**src/hw/rtl/ptcl_pkg.sv**
```systemverilog
// ----------------------------------------------------------------------------
// ptcl_pkg
// Shared types and constants of the PI torque current loop: register map,
// configuration bundle, unit status and fixed-point limits.
// ----------------------------------------------------------------------------
package ptcl_pkg;

   // fixed-point limits (Q16.16 unless noted)
   localparam logic [16:0] Q_ONE       = 17'd65536;
   localparam logic [19:0] CURRENT_MAX = 20'd655360;
   localparam logic [47:0] INTEG_MAX   = 48'h7FFF_FFFF_FFFF;
   localparam logic [47:0] INTEG_MIN   = 48'h8000_0000_0000;

   // multiplier works in 16-bit digits of operand B
   localparam int MUL_DIGIT = 16;
   localparam int MUL_STEPS = 3;
   // divider: 36-bit dividend, one quotient bit per step
   localparam int DIV_STEPS = 36;

   typedef enum logic [2:0] {
      REG_PROP_GAIN       = 3'd0,
      REG_INTEG_GAIN      = 3'd1,
      REG_SENSE_OFFSET    = 3'd2,
      REG_SENSE_SCALE     = 3'd3,
      REG_TORQUE_CONSTANT = 3'd4,
      REG_FILTER_RATE     = 3'd5,
      REG_SPEED_LIMIT     = 3'd6,
      REG_ANGLE_PER_PULSE = 3'd7
   } reg_index_type;

   typedef struct packed {
      logic [30:0] prop_gain;
      logic [30:0] integ_gain;
      logic [11:0] sense_offset;
      logic [23:0] sense_scale;
      logic [23:0] torque_constant;
      logic [16:0] filter_rate;
      logic [31:0] speed_limit;
      logic [19:0] angle_per_pulse;
   } cfg_type;

   localparam cfg_type CFG_RESET = '{
      prop_gain:       31'd10884219,
      integ_gain:      31'd1714506957,
      sense_offset:    12'd373,
      sense_scale:     24'd899809,
      torque_constant: 24'd16548,
      filter_rate:     17'd1440,
      speed_limit:     32'd50000,
      angle_per_pulse: 20'd13083
   };

   typedef struct packed {
      logic busy;
      logic done;
   } unit_status_type;

endpackage

```
**src/hw/rtl/ptcl_csr.sv**
```systemverilog
// ----------------------------------------------------------------------------
// ptcl_csr
// Configuration register file; one write per accepted csr request.
// ----------------------------------------------------------------------------
module ptcl_csr
   import ptcl_pkg::*;
(
   input  logic        clock,
   input  logic        reset,
   input  logic        csr_valid,
   output logic        csr_ready,
   input  logic [2:0]  csr_index,
   input  logic [31:0] csr_wdata,
   output cfg_type     cfg
);

   cfg_type cfg_ff;

   assign csr_ready = 1'b1;
   assign cfg       = cfg_ff;

   always_ff @(posedge clock) begin
      if (reset) begin
         cfg_ff <= CFG_RESET;
      end else if (csr_valid) begin
         unique case (csr_index)
            REG_PROP_GAIN:       cfg_ff.prop_gain       <= csr_wdata[30:0];
            REG_INTEG_GAIN:      cfg_ff.integ_gain      <= csr_wdata[30:0];
            REG_SENSE_OFFSET:    cfg_ff.sense_offset    <= csr_wdata[11:0];
            REG_SENSE_SCALE:     cfg_ff.sense_scale     <= csr_wdata[23:0];
            REG_TORQUE_CONSTANT: cfg_ff.torque_constant <= csr_wdata[23:0];
            REG_FILTER_RATE:     cfg_ff.filter_rate     <= csr_wdata[16:0];
            REG_SPEED_LIMIT:     cfg_ff.speed_limit     <= csr_wdata;
            REG_ANGLE_PER_PULSE: cfg_ff.angle_per_pulse <= csr_wdata[19:0];
            default: ;
         endcase
      end
   end

endmodule

```
**src/hw/rtl/ptcl_mul.sv**
```systemverilog
// ----------------------------------------------------------------------------
// ptcl_mul
// Shared multi-cycle multiplier: 32 x 48 bit unsigned, one 32 x 16 partial
// product per cycle, accumulated LSB digit first with a right shift.
// ----------------------------------------------------------------------------
module ptcl_mul
   import ptcl_pkg::*;
(
   input  logic            clock,
   input  logic            reset,
   input  logic            start,
   input  logic [31:0]     op_a,
   input  logic [47:0]     op_b,
   output unit_status_type status,
   output logic [79:0]     product
);

   logic [31:0] a_ff;
   logic [47:0] b_ff;
   logic [79:0] p_ff;
   logic [1:0]  cnt_ff;
   logic        busy_ff;
   logic        done_ff;

   logic [47:0] pp;
   logic [47:0] sum;

   // upper partial plus new digit product always fits 48 bits
   assign pp  = a_ff * b_ff[MUL_DIGIT-1:0];
   assign sum = {16'd0, p_ff[79:48]} + pp;

   assign status  = '{busy: busy_ff, done: done_ff};
   assign product = p_ff;

   always_ff @(posedge clock) begin
      if (reset) begin
         busy_ff <= 1'b0;
         done_ff <= 1'b0;
         cnt_ff  <= 2'd0;
      end else begin
         done_ff <= 1'b0;
         if (start) begin
            busy_ff <= 1'b1;
            cnt_ff  <= 2'd0;
         end else if (busy_ff) begin
            cnt_ff <= cnt_ff + 2'd1;
            if (cnt_ff == 2'(MUL_STEPS - 1)) begin
               busy_ff <= 1'b0;
               done_ff <= 1'b1;
            end
         end
      end
   end

   always_ff @(posedge clock) begin
      if (start) begin
         a_ff <= op_a;
         b_ff <= op_b;
         p_ff <= '0;
      end else if (busy_ff) begin
         p_ff <= {sum, p_ff[47:16]};
         b_ff <= {16'd0, b_ff[47:16]};
      end
   end

endmodule

```
**src/hw/rtl/ptcl_div.sv**
```systemverilog
// ----------------------------------------------------------------------------
// ptcl_div
// Restoring divider, 36-bit dividend by 24-bit divisor, one bit per cycle.
// ----------------------------------------------------------------------------
module ptcl_div
   import ptcl_pkg::*;
(
   input  logic            clock,
   input  logic            reset,
   input  logic            start,
   input  logic [35:0]     dividend,
   input  logic [23:0]     divisor,
   output unit_status_type status,
   output logic [35:0]     quotient
);

   logic [23:0] rem_ff;
   logic [35:0] quo_ff;
   logic [23:0] dvs_ff;
   logic [5:0]  cnt_ff;
   logic        busy_ff;
   logic        done_ff;

   logic [24:0] trial;
   logic [24:0] diff;
   logic        ge;

   assign trial = {rem_ff, quo_ff[35]};
   assign diff  = trial - {1'b0, dvs_ff};
   assign ge    = trial >= {1'b0, dvs_ff};

   assign status   = '{busy: busy_ff, done: done_ff};
   assign quotient = quo_ff;

   always_ff @(posedge clock) begin
      if (reset) begin
         busy_ff <= 1'b0;
         done_ff <= 1'b0;
         cnt_ff  <= 6'd0;
      end else begin
         done_ff <= 1'b0;
         if (start) begin
            busy_ff <= 1'b1;
            cnt_ff  <= 6'd0;
         end else if (busy_ff) begin
            cnt_ff <= cnt_ff + 6'd1;
            if (cnt_ff == 6'(DIV_STEPS - 1)) begin
               busy_ff <= 1'b0;
               done_ff <= 1'b1;
            end
         end
      end
   end

   // remainder stays below the divisor, so 24 bits hold it
   always_ff @(posedge clock) begin
      if (start) begin
         rem_ff <= '0;
         quo_ff <= dividend;
         dvs_ff <= divisor;
      end else if (busy_ff) begin
         rem_ff <= ge ? diff[23:0] : trial[23:0];
         quo_ff <= {quo_ff[34:0], ge};
      end
   end

endmodule

```
**src/hw/rtl/pi_torque_current_loop.sv**
```systemverilog
// ----------------------------------------------------------------------------
// pi_torque_current_loop
// Current-sense filter, torque PI controller and shaft speed estimate, one
// control tick per request, built around one shared multiplier and a
// bit-serial divider.
// ----------------------------------------------------------------------------
//
// Channel   Dir  Handshake             Payload
// req_      in   req_valid/req_ready   sample, elapsed, pulse period, cmd, on
// rsp_      out  rsp_valid/rsp_ready   duty, dir_a/dir_b, enable, speed
// csr_      in   csr_valid/csr_ready   3-bit index, 32-bit write data
//
// Active tick (motor on, below speed limit): its length is set by the 36-step
// divider; the six multiplies in the shared 32x16 multiplier run beside it.
// When the pulse period is 0 the divider is not started.
// Inactive tick: no arithmetic runs; held values are returned.
// req_ready is high only when the sequencer is idle; one finished response may
// wait in the output register while the next request is accepted.
// Reset is synchronous: registers return to defaults, state clears, dir = 1.
// csr writes are taken every cycle (csr_ready is tied high).
// ----------------------------------------------------------------------------
module pi_torque_current_loop
   import ptcl_pkg::*;
(
   input  logic        clock,
   input  logic        reset,

   input  logic        req_valid,
   output logic        req_ready,
   input  logic [11:0] req_current_sample,
   input  logic [15:0] req_elapsed_us,
   input  logic [23:0] req_pulse_period_us,
   input  logic signed [31:0] req_torque_command,
   input  logic        req_motor_on,

   output logic        rsp_valid,
   input  logic        rsp_ready,
   output logic [16:0] rsp_duty,
   output logic        rsp_dir_a,
   output logic        rsp_dir_b,
   output logic        rsp_drive_enable,
   output logic [31:0] rsp_shaft_speed,

   input  logic        csr_valid,
   output logic        csr_ready,
   input  logic [2:0]  csr_index,
   input  logic [31:0] csr_wdata
);

   // sequencer states, one-hot
   typedef enum logic [4:0] {
      S_IDLE = 5'b00001,   // waiting for a request
      S_LOAD = 5'b00010,   // drive multiplier operands for the current phase
      S_MULW = 5'b00100,   // wait for the product, then fold it into state
      S_DIVW = 5'b01000,   // wait for the speed quotient
      S_FIN  = 5'b10000    // hand the result to the output register
   } state_type;

   // multiply phases of an active tick, in order
   typedef enum logic [2:0] {
      PH_RAW  = 3'd0,   // |sample - offset| * scale
      PH_GAIN = 3'd1,   // filter_rate * elapsed
      PH_FILT = 3'd2,   // gain * |raw - filt|
      PH_TORQ = 3'd3,   // torque_constant * filt
      PH_PROP = 3'd4,   // Kp * |err|
      PH_INTG = 3'd5    // Ki * |integ|
   } phase_type;

   cfg_type         cfg;
   unit_status_type mul_st;
   unit_status_type div_st;
   logic [79:0]     prod;
   logic [35:0]     quo;

   state_type   state_ff;
   phase_type   phase_ff;

   // latched request fields
   logic [11:0] sample_ff;
   logic [15:0] elapsed_ff;
   logic [31:0] abs_cmd_ff;
   logic        dir_new_ff;
   logic        per_zero_ff;
   logic        active_ff;

   // intermediates of the tick
   logic [19:0] raw_ff;
   logic [16:0] gain_ff;
   logic [32:0] err_ff;     // two's complement
   logic [47:0] pterm_ff;   // two's complement

   // loop state
   logic [19:0] filt_ff;
   logic [47:0] integ_ff;   // two's complement
   logic [31:0] speed_ff;
   logic [16:0] held_duty_ff;
   logic        held_dir_ff;

   // response register
   logic        rsp_valid_ff;
   logic [16:0] rsp_duty_ff;
   logic        rsp_dir_ff;
   logic        rsp_en_ff;
   logic [31:0] rsp_speed_ff;

   // next values and operands
   logic        act_in;
   logic [31:0] abs_cmd_in;
   logic        div_start;
   logic        mul_start;
   logic        fin_go;
   logic [31:0] op_a;
   logic [47:0] op_b;
   logic [11:0] sense_diff;
   logic [20:0] dsub;
   logic [19:0] dmag;
   logic [32:0] err_mag;
   logic [47:0] integ_mag;
   logic [19:0] raw_in;
   logic [16:0] gain_in;
   logic [19:0] step;
   logic [19:0] filt_in;
   logic [27:0] torque;
   logic [32:0] err_in;
   logic [48:0] integ_sum;
   logic [47:0] integ_in;
   logic [47:0] pmag;
   logic [47:0] pterm_in;
   logic [62:0] imag;
   logic [63:0] iterm;
   logic [64:0] duty_sum;
   logic [16:0] duty_in;
   logic [31:0] speed_in;

   ptcl_csr u_csr (
      .clock     (clock),
      .reset     (reset),
      .csr_valid (csr_valid),
      .csr_ready (csr_ready),
      .csr_index (csr_index),
      .csr_wdata (csr_wdata),
      .cfg       (cfg)
   );

   ptcl_mul u_mul (
      .clock   (clock),
      .reset   (reset),
      .start   (mul_start),
      .op_a    (op_a),
      .op_b    (op_b),
      .status  (mul_st),
      .product (prod)
   );

   ptcl_div u_div (
      .clock    (clock),
      .reset    (reset),
      .start    (div_start),
      .dividend ({cfg.angle_per_pulse, 16'd0}),
      .divisor  (req_pulse_period_us),
      .status   (div_st),
      .quotient (quo)
   );

   // ---------------------------------------------------------------- request
   assign req_ready = (state_ff == S_IDLE);

   // trip test: speed < limit << 16 is the same as speed >> 16 < limit
   assign act_in = req_motor_on && ({16'd0, speed_ff[31:16]} < cfg.speed_limit);

   // most negative command maps to 2^31, which 32 unsigned bits hold
   assign abs_cmd_in = req_torque_command[31] ? (~req_torque_command + 32'd1)
                                              : req_torque_command;

   // speed division starts with the request and runs beside the multiplies
   assign div_start = req_valid && req_ready && act_in && (req_pulse_period_us != 24'd0);
   assign mul_start = (state_ff == S_LOAD);
   assign fin_go    = (state_ff == S_FIN) && (!rsp_valid_ff || rsp_ready);

   // ------------------------------------------------------------- operands
   always_comb begin
      sense_diff = (sample_ff >= cfg.sense_offset) ? sample_ff - cfg.sense_offset
                                                   : cfg.sense_offset - sample_ff;
      dsub      = {1'b0, raw_ff} - {1'b0, filt_ff};
      dmag      = dsub[20] ? 20'(~dsub + 21'd1) : dsub[19:0];
      err_mag   = err_ff[32] ? (~err_ff + 33'd1) : err_ff;
      integ_mag = integ_ff[47] ? (~integ_ff + 48'd1) : integ_ff;

      op_a = '0;
      op_b = '0;
      unique case (phase_ff)
         PH_RAW: begin
            op_a = {8'd0, cfg.sense_scale};
            op_b = {36'd0, sense_diff};
         end
         PH_GAIN: begin
            op_a = {15'd0, cfg.filter_rate};
            op_b = {32'd0, elapsed_ff};
         end
         PH_FILT: begin
            op_a = {15'd0, gain_ff};
            op_b = {28'd0, dmag};
         end
         PH_TORQ: begin
            op_a = {8'd0, cfg.torque_constant};
            op_b = {28'd0, filt_ff};
         end
         PH_PROP: begin
            op_a = {1'b0, cfg.prop_gain};
            op_b = {16'd0, err_mag[31:0]};
         end
         PH_INTG: begin
            op_a = {1'b0, cfg.integ_gain};
            op_b = integ_mag;
         end
         default: ;
      endcase
   end

   // ------------------------------------------------------- product folding
   always_comb begin
      // current in Q16.16, clamped to 10 A
      raw_in  = (prod[35:12] > {4'd0, CURRENT_MAX}) ? CURRENT_MAX : prod[31:12];
      gain_in = (prod[32:0] > {16'd0, Q_ONE}) ? Q_ONE : prod[16:0];

      // filter moves toward raw without overshoot, so 20 bits hold it
      step    = prod[35:16];
      filt_in = dsub[20] ? filt_ff - step : filt_ff + step;

      torque  = prod[43:16];
      err_in  = {1'b0, abs_cmd_ff} - {5'd0, torque};

      // saturating 48-bit integral
      integ_sum = {integ_ff[47], integ_ff} + {{16{err_in[32]}}, err_in};
      if (integ_sum[48] != integ_sum[47]) begin
         integ_in = integ_sum[48] ? INTEG_MIN : INTEG_MAX;
      end else begin
         integ_in = integ_sum[47:0];
      end

      // products truncate toward zero: scale the magnitude, reapply sign
      pmag     = prod[63:16];
      pterm_in = err_ff[32] ? (~pmag + 48'd1) : pmag;
      imag     = prod[78:16];
      iterm    = integ_ff[47] ? (~{1'b0, imag} + 64'd1) : {1'b0, imag};
      duty_sum = {{17{pterm_ff[47]}}, pterm_ff} + {iterm[63], iterm};
      if (duty_sum[64]) begin
         duty_in = '0;
      end else if (duty_sum[63:0] > {47'd0, Q_ONE}) begin
         duty_in = Q_ONE;
      end else begin
         duty_in = duty_sum[16:0];
      end

      if (per_zero_ff) begin
         speed_in = '0;
      end else if (quo[35:32] != 4'd0) begin
         speed_in = '1;
      end else begin
         speed_in = quo[31:0];
      end
   end

   // ------------------------------------------------------------- sequencer
   always_ff @(posedge clock) begin
      if (reset) begin
         state_ff     <= S_IDLE;
         phase_ff     <= PH_RAW;
         active_ff    <= 1'b0;
         rsp_valid_ff <= 1'b0;
         filt_ff      <= '0;
         integ_ff     <= '0;
         speed_ff     <= '0;
         held_duty_ff <= '0;
         held_dir_ff  <= 1'b1;
      end else begin
         // a new result may replace one taken on the same edge
         if (fin_go) begin
            rsp_valid_ff <= 1'b1;
         end else if (rsp_valid_ff && rsp_ready) begin
            rsp_valid_ff <= 1'b0;
         end
         unique case (state_ff)
            S_IDLE: begin
               if (req_valid) begin
                  active_ff <= act_in;
                  phase_ff  <= PH_RAW;
                  state_ff  <= act_in ? S_LOAD : S_FIN;
               end
            end
            S_LOAD: begin
               state_ff <= S_MULW;
            end
            S_MULW: begin
               if (mul_st.done) begin
                  unique case (phase_ff)
                     PH_RAW: begin
                        phase_ff <= PH_GAIN;
                        state_ff <= S_LOAD;
                     end
                     PH_GAIN: begin
                        phase_ff <= PH_FILT;
                        state_ff <= S_LOAD;
                     end
                     PH_FILT: begin
                        filt_ff  <= filt_in;
                        phase_ff <= PH_TORQ;
                        state_ff <= S_LOAD;
                     end
                     PH_TORQ: begin
                        integ_ff <= integ_in;
                        phase_ff <= PH_PROP;
                        state_ff <= S_LOAD;
                     end
                     PH_PROP: begin
                        phase_ff <= PH_INTG;
                        state_ff <= S_LOAD;
                     end
                     PH_INTG: begin
                        held_duty_ff <= duty_in;
                        held_dir_ff  <= dir_new_ff;
                        state_ff     <= S_DIVW;
                     end
                     default: state_ff <= S_IDLE;
                  endcase
               end
            end
            S_DIVW: begin
               if (!div_st.busy) begin
                  speed_ff <= speed_in;
                  state_ff <= S_FIN;
               end
            end
            S_FIN: begin
               if (fin_go) begin
                  state_ff <= S_IDLE;
               end
            end
            default: state_ff <= S_IDLE;
         endcase
      end
   end

   // payload registers, no reset
   always_ff @(posedge clock) begin
      if (req_valid && req_ready) begin
         sample_ff   <= req_current_sample;
         elapsed_ff  <= req_elapsed_us;
         abs_cmd_ff  <= abs_cmd_in;
         dir_new_ff  <= ~req_torque_command[31];
         per_zero_ff <= (req_pulse_period_us == 24'd0);
      end
      if ((state_ff == S_MULW) && mul_st.done) begin
         case (phase_ff)
            PH_RAW:  raw_ff   <= raw_in;
            PH_GAIN: gain_ff  <= gain_in;
            PH_TORQ: err_ff   <= err_in;
            PH_PROP: pterm_ff <= pterm_in;
            default: ;
         endcase
      end
      if (fin_go) begin
         rsp_duty_ff  <= held_duty_ff;
         rsp_dir_ff   <= held_dir_ff;
         rsp_en_ff    <= active_ff;
         rsp_speed_ff <= speed_ff;
      end
   end

   // -------------------------------------------------------------- response
   assign rsp_valid        = rsp_valid_ff;
   assign rsp_duty         = rsp_duty_ff;
   assign rsp_dir_a        = rsp_dir_ff;
   assign rsp_dir_b        = ~rsp_dir_ff;
   assign rsp_drive_enable = rsp_en_ff;
   assign rsp_shaft_speed  = rsp_speed_ff;

`ifndef NO_ASSERTIONS
   // multiplier finishes only while the sequencer waits on it
   a_mul_done_in_wait: assert property (@(posedge clock) disable iff (reset)
      mul_st.done |-> (state_ff == S_MULW))
      else $error("multiplier done outside of product wait");

   // speed quotient is complete before the response is formed
   a_div_idle_at_fin: assert property (@(posedge clock) disable iff (reset)
      (state_ff == S_FIN) |-> !div_st.busy)
      else $error("divider still busy at response");

   // both arithmetic units are quiet whenever a request can be taken
   a_units_idle: assert property (@(posedge clock) disable iff (reset)
      (state_ff == S_IDLE) |-> (!mul_st.busy && !div_st.busy))
      else $error("arithmetic unit busy while idle");

   // a request with the motor off skips all arithmetic
   a_off_skips: assert property (@(posedge clock) disable iff (reset)
      (req_valid && req_ready && !req_motor_on) |=> (state_ff == S_FIN))
      else $error("motor-off request entered the arithmetic sequence");
`endif

endmodule
```
**config.mk**
```make
export PLATFORM = sky130hd
export DESIGN_NAME = pi_torque_current_loop
export DESIGN_NICKNAME = d
export VERILOG_FILES = /design/src/hw/rtl/ptcl_pkg.sv /design/src/hw/rtl/ptcl_csr.sv /design/src/hw/rtl/ptcl_mul.sv /design/src/hw/rtl/ptcl_div.sv /design/src/hw/rtl/pi_torque_current_loop.sv
export SDC_FILE = /design/constraint.sdc
export NUM_CORES = 2
export LEC_CHECK = 0
export BUFFER_PORTS_ARGS = -buffer_cell sky130_fd_sc_hd__buf_2
export CAP_MARGIN = 20
export CORE_ASPECT_RATIO = 0.5
export CORE_MARGIN = 5
export CORE_UTILIZATION = 60
export CTS_CLUSTER_DIAMETER = 200
export DETAILED_ROUTE_END_ITERATION = 12
export PLACE_DENSITY = 0.77
export SETUP_SLACK_MARGIN = 0.1
export SLEW_MARGIN = 20
export SYNTH_ARGS = -nofsm -noshare
export SYNTH_HDL_FRONTEND = slang
export SYNTH_HIERARCHICAL = 1
export SYNTH_SLANG_ARGS = --single-unit
```
**constraint.sdc**
```tcl
create_clock -name clock -period 11.22 [get_ports clock]
set_input_delay 2.244 -clock clock [delete_from_list [all_inputs] [get_ports clock]]
set_output_delay 2.244 -clock clock [all_outputs]
set_load 0.01 [all_outputs]
```
### Word level (Yosys, flattened, before mapping)

Index checks and enable logic that the tools add are counted.
Widths: inputs -> output; s select.

| cells by class | value |
|---|---|
| add/subtract/negate cells | 18 |
| $mul | 1 |
| $lt $le $gt $ge | 6 |
| equal/unequal tests | 25 |
| multiplexer cells | 41 |
| bitwise gates (word level) | 10 |
| reductions and logical operators | 41 |

Operator list:

| kind | number |
|---|---|
| $mux 48 | 6 |
| $pmux 48 s6 | 1 |
| $pmux 31 s6 | 1 |
| $add 48x1->48 const B | 2 |
| $mux 32 | 3 |
| $not 48->48 | 2 |
| $mux 36 | 2 |
| $add 48x64->65 | 1 |
| $add 32x1->32 const B | 2 |
| $add 64x1->64 const B | 1 |
| $gt 64x17->1 const B | 1 |
| $mux 64 | 1 |
| $not 32->32 | 2 |
| $not 63->64 | 1 |
| $add 48x33->49 | 1 |
| $add 32x48->48 | 1 |
| $mul 32x16->48 | 1 |
| $mux 20 | 2 |
| $mux 17 | 2 |
| $gt 33x17->1 const B | 1 |
| $sub 32x28->33 | 1 |
| $lt 16x32->1 | 1 |
| $mux 31 | 1 |
| $reduce_and 2->1 | 14 |
| 49 further kinds | 91 |

| storage, ports and cells | value |
|---|---|
| bits in registers | 805 |
| input bits | 125 |
| output and inout bits | 55 |
| word-level logic and storage cells | 185 |

### Logic depth before layout (Yosys ltp)

| logic depth | value |
|---|---|
| depth after elaboration | 7 |
| mapped depth | 34 |
| gate-level depth less buffers | 33 |

### Hierarchy

The synthesis kept the hierarchy.

Modules (own cells, without submodules):

| module | times used | cells each | area each (um^2) | sequential area each (um^2) |
|---|---|---|---|---|
| pi_torque_current_loop | 1 | 3588 | 30282.8 | 9499.1 |
| ptcl_mul | 1 | 2444 | 23167.2 | 4083.9 |
| ptcl_csr | 1 | 703 | 7519.7 | 3823.7 |
| ptcl_div | 1 | 437 | 4849.7 | 2442.3 |

### Least setup slack after synthesis

OpenSTA, ideal clock, no wires.

| timing path | value |
|---|---|
| path type | flip-flop to flip-flop |
| start point | register u_mul.p_ff[16], in the netlist u_mul/product[16] |
| end point | register integ_ff[37] |
| setup time | 197 ps |
| arrival time | 7973 ps |
| data required time | 11023 ps |
| slack | 3050 ps |
| cell stages (with the launch flop) | 32 |
| path buffers | 3 |
| period minus slack after synthesis | 8170 ps |
| path through | dfxtp_1 ha_1 inv_1 fa_1 a21o_1 a21oi_1 o21bai_1 a21o_1 a211oi_1 o311ai_0 a31oi_1 a211oi_1 o21ai_0 a21boi_0 o311a_1 o21ai_0 nor4b_1 ha_1 clkbuf_1 a21o_1 a21o_1 a21oi_1 o21ai_0 o2111ai_1 nand4_1 a311o_1 a21o_1 xnor2_1 clkbuf_1 buf_1 maj3_1 a211oi_1 |

| between the ends | value |
|---|---|
| word-level cells in the longest chain between the ends | 4 |
| elaborated cells between the ends (all ways) | 5 |
| classes of those cells | add/sub: 2; eq/ne: 1; mux: 2 |

Ends and longest elaborated chain:

| what | RTL line | RTL |
|---|---|---|
| start, declared | ptcl_mul.sv:20 | `logic [79:0] p_ff;` |
| start signal, assigned | ptcl_mul.sv:61 | `p_ff <= {sum, p_ff[47:16]};` |
| $sub 32x28->33 (*) | pi_torque_current_loop.sv:231 | `err_in = {1'b0, abs_cmd_ff} - {5'd0, torque};` |
| via err_in[32] | pi_torque_current_loop.sv:124 | `logic [32:0] err_in;` |
| $add 48x33->49 (*) | pi_torque_current_loop.sv:234 | `integ_sum = {integ_ff[47], integ_ff} + {{16{err_in[32]}}, err_in};` |
| $mux 48 or $ne 1x1->1 (tied branches) | pi_torque_current_loop.sv:236, pi_torque_current_loop.sv:235 |  |
| $mux 48 (*) | pi_torque_current_loop.sv:235 | `if (integ_sum[48] != integ_sum[47]) begin` |
| end signal, assigned | pi_torque_current_loop.sv:311 | `integ_ff <= integ_in;` |
| end, declared | pi_torque_current_loop.sv:94 | `logic [47:0] integ_ff;` |

Mark *: on every way through the listed nets, which the timed path passes. The rest lies on a longest branch.
A chain may end at the register's enable or synchronous reset.

### Worst setup path after layout

| timing path | value |
|---|---|
| start point | register u_mul.p_ff[24], in the netlist u_mul/product[24] |
| end point | register held_duty_ff[1] |

| between the ends | value |
|---|---|
| word-level cells in the longest chain between the ends | 7 |

Ends and longest elaborated chain:

| what | RTL line | RTL |
|---|---|---|
| $not 63->64 | pi_torque_current_loop.sv:245 | `iterm = integ_ff[47] ? (~{1'b0, imag} + 64'd1) : {1'b0, imag};` |
| $add 64x1->64 | pi_torque_current_loop.sv:245 |  |
| $mux 64 (*) | pi_torque_current_loop.sv:245 |  |
| $add 48x64->65 (*) | pi_torque_current_loop.sv:246 | `duty_sum = {{17{pterm_ff[47]}}, pterm_ff} + {iterm[63], iterm};` |
| $gt 64x17->1 | pi_torque_current_loop.sv:249 | `end else if (duty_sum[63:0] > {47'd0, Q_ONE}) begin` |
| $mux 17 | pi_torque_current_loop.sv:249 |  |
| $mux 17 (*) | pi_torque_current_loop.sv:247 | `if (duty_sum[64]) begin` |
| end signal, assigned | pi_torque_current_loop.sv:320 | `held_duty_ff <= duty_in;` |
| end, declared | pi_torque_current_loop.sv:96 | `logic [16:0] held_duty_ff;` |

Every way passes the cells marked *; elsewhere a longest branch is shown, timed or not.

==> impl_metrics.py <==
metrics = {
    "sta": {
        "slew_headroom_pct": 23.1,
        "setup_slack_ns": 2.94,
        "worst_slew_pin_slew_ns": 1.12,
        "post-route-min-period_ns": 8.28,
        "rsz0062_at_grt": "no",
        "finalSetupTns_ns": 0,
        "finalHoldViolCount": 0,
        "max_freq_mhz": 121,
        "fin_worst_skew_ns": 0.0244,
        "period_share_pct": 73.8,
        "report.final.slew_viol_count": 0,
        "finalSetupViolations": 0,
    },
    "clocking": {
        "h-tree-depth": 3,
        "cts_root_buf": "clkbuf_16",
        "clk_path_buf_depth": 3,
        "postCtsSetupBuffers": 0,
        "clock-sinks": 805,
        "numCtsBuffers": 79,
        "cts_resized": 0,
        "cts_tree": "built",
        "clk_pin_slew_ns": 0.06,
        "ctsHoldBuffers": 0,
        "clock_latency_ns": 0.68,
    },
    "route": {
        "wirelength_um": 180000,
        "ant_nets": 0,
        "drt_iter0_drc": 4974,
        "first_pass_iters": 6,
        "drc": 0,
        "viasPerCell": 6.03,
        "avgRoutedWirePerCell_um": 20.8,
        "vias": 52100,
    },
    "critical_path": {
        "required_ns": 11.80,
        "worstSetupStartpointType": "flip-flop",
        "cp-end-kind": "flip-flop",
        "crit_type": "reg -> reg",
        "critical_path.max_fanout": 9,
        "reg2reg_depth": 27,
        "cp.arrival_ns": 8.86,
    },
    "placed_design": {
        "place_area_um2": 67500,
        "place_ws_ns": 3.15,
        "gp_congestion": 0.973,
        "dp_hpwl_um": 135000,
        "portBuffers": 178,
    },
    "finish": {
        "multi_input_area_um2": 41600,
        "fin_util_pct": 65.0,
        "areaGrowthSynthToFinish_pct": 6.81,
        "layout_commonest_cell": "inv_1",
        "drive_gt1_share_pct": 7.51,
        "layout_common_cells": "inv_1, nand2_1, nor2_1, fa_1, dfxtp_1",
        "nets": 8091,
        "fillers": 8813,
        "regArea_um2": 19800,
        "final_area_um2": 70300,
    },
    "global_route": {
        "grt_pass1_wl_um": 281000,
        "grt_pass1_vias": 49800,
        "antenna_found_initial": 7,
        "grt_overflow": 0,
        "grt_start_max_net_pins": 262,
        "grt_usage_pct": 30.1,
    },
    "yosys": {
        "syn_area_per_cell_um2": 9.18,
        "syn_inst": 7168,
        "synth_area_um2": 65800,
        "yosysWarningCount": 6,
    },
    "die": {
        "io_pins": 180,
        "core_um2": 108000,
        "fp-row-count": 85,
        "initial_utilization_pct": 60.8,
        "dieArea_um2": 117000,
        "die_w_um": 478,
        "die_h_um": 244,
    },
    "outcome": {
        "outcome": "completed",
    },
    "worst_hold_path": {
        "whs_path_depth": 0,
        "hold_class": "reg -> reg",
    },
    "flow_run": {
        "maxCapViolCount": 0,
    },
}
==> layout make-up <==
class,instances,area share [%]
inverter,779,4.17
antenna,1,0.00356
multi-input combinational,5233,59.2
tap,1435,2.56
clock buffer,101,3.09
timing repair buffer,238,1.95
sequential,805,28.2
clock inverter,47,0.768
==> worst paths after layout <==
| path | startpoint | endpoint | slack (ns) |
|---|---|---|---|
| setup / recovery | u_mul/product[24] | held_duty_ff[1] | 2.94 |
| setup reg to reg | u_mul/product[24] | held_duty_ff[1] | 2.94 |
| hold reg to reg | held_dir_ff | rsp_dir_a | 0.43 |
| hold / removal | held_dir_ff | rsp_dir_a | 0.43 |
==> sequential cells by signal (all words and copies together), names as in the netlist, 24 cells and up <==
register,cells
u_csr/cfg,191
u_mul/product,80
integ_ff,48
pterm_ff,48
u_mul/b_ff,48
u_div/quotient,36
err_ff,33
abs_cmd_ff,32
rsp_shaft_speed,32
speed_ff,32
u_mul/a_ff,32
u_div/dvs_ff,24
u_div/rem_ff,24
==> metrics by stage <==
step / hold WS (ns) / cells
after floorplan: 0.401 / 7184
after global placement: 0.406 / 8489
after detailed placement: 0.417 / 8489
after CTS: 0.433 / 8637
after global routing: 0.443 / 8639
final: 0.429 / 8639
==> metal layers <==
metal | track usage (%) | share of wire (%) | routed length, um
met1 | 43.4 | 44 | 79600
met2 | 46.8 | 45 | 80200
met3 | 6.04 | 8.7 | 15600
met4 | 6.95 | 2.3 | 4210
met5 | 0 | 0.0072 | 13
==> critical path, cell delays in order, from the launching register on <==
cell	delay (ns)
dfxtp_1	0.43
nor4_4	0.42
nand2_2	0.11
nor4_4	0.37
nand3_1	0.31
inv_2	0.16
nand3_1	0.16
or4_4	0.50
or3_1	0.39
nand2b_1	0.23
or3_1	0.38
nand2b_1	0.18
nand2b_4	0.17
o41ai_2	0.23
xnor2_1	0.14
ha_1	0.37
nor2_1	0.06
mux2i_1	0.22
o211ai_1	0.11
or4_1	0.47
or4_1	0.44
nor4_1	0.29
nand4_1	0.17
nor4_1	0.25
nand4b_1	0.15
a2111oi_2	0.73
nand2_1	0.43
o21ai_0	0.27
Power is left out: the tool's default activity adds up to more than one toggle a clock period on the data nets, which glitch-free logic cannot reach.
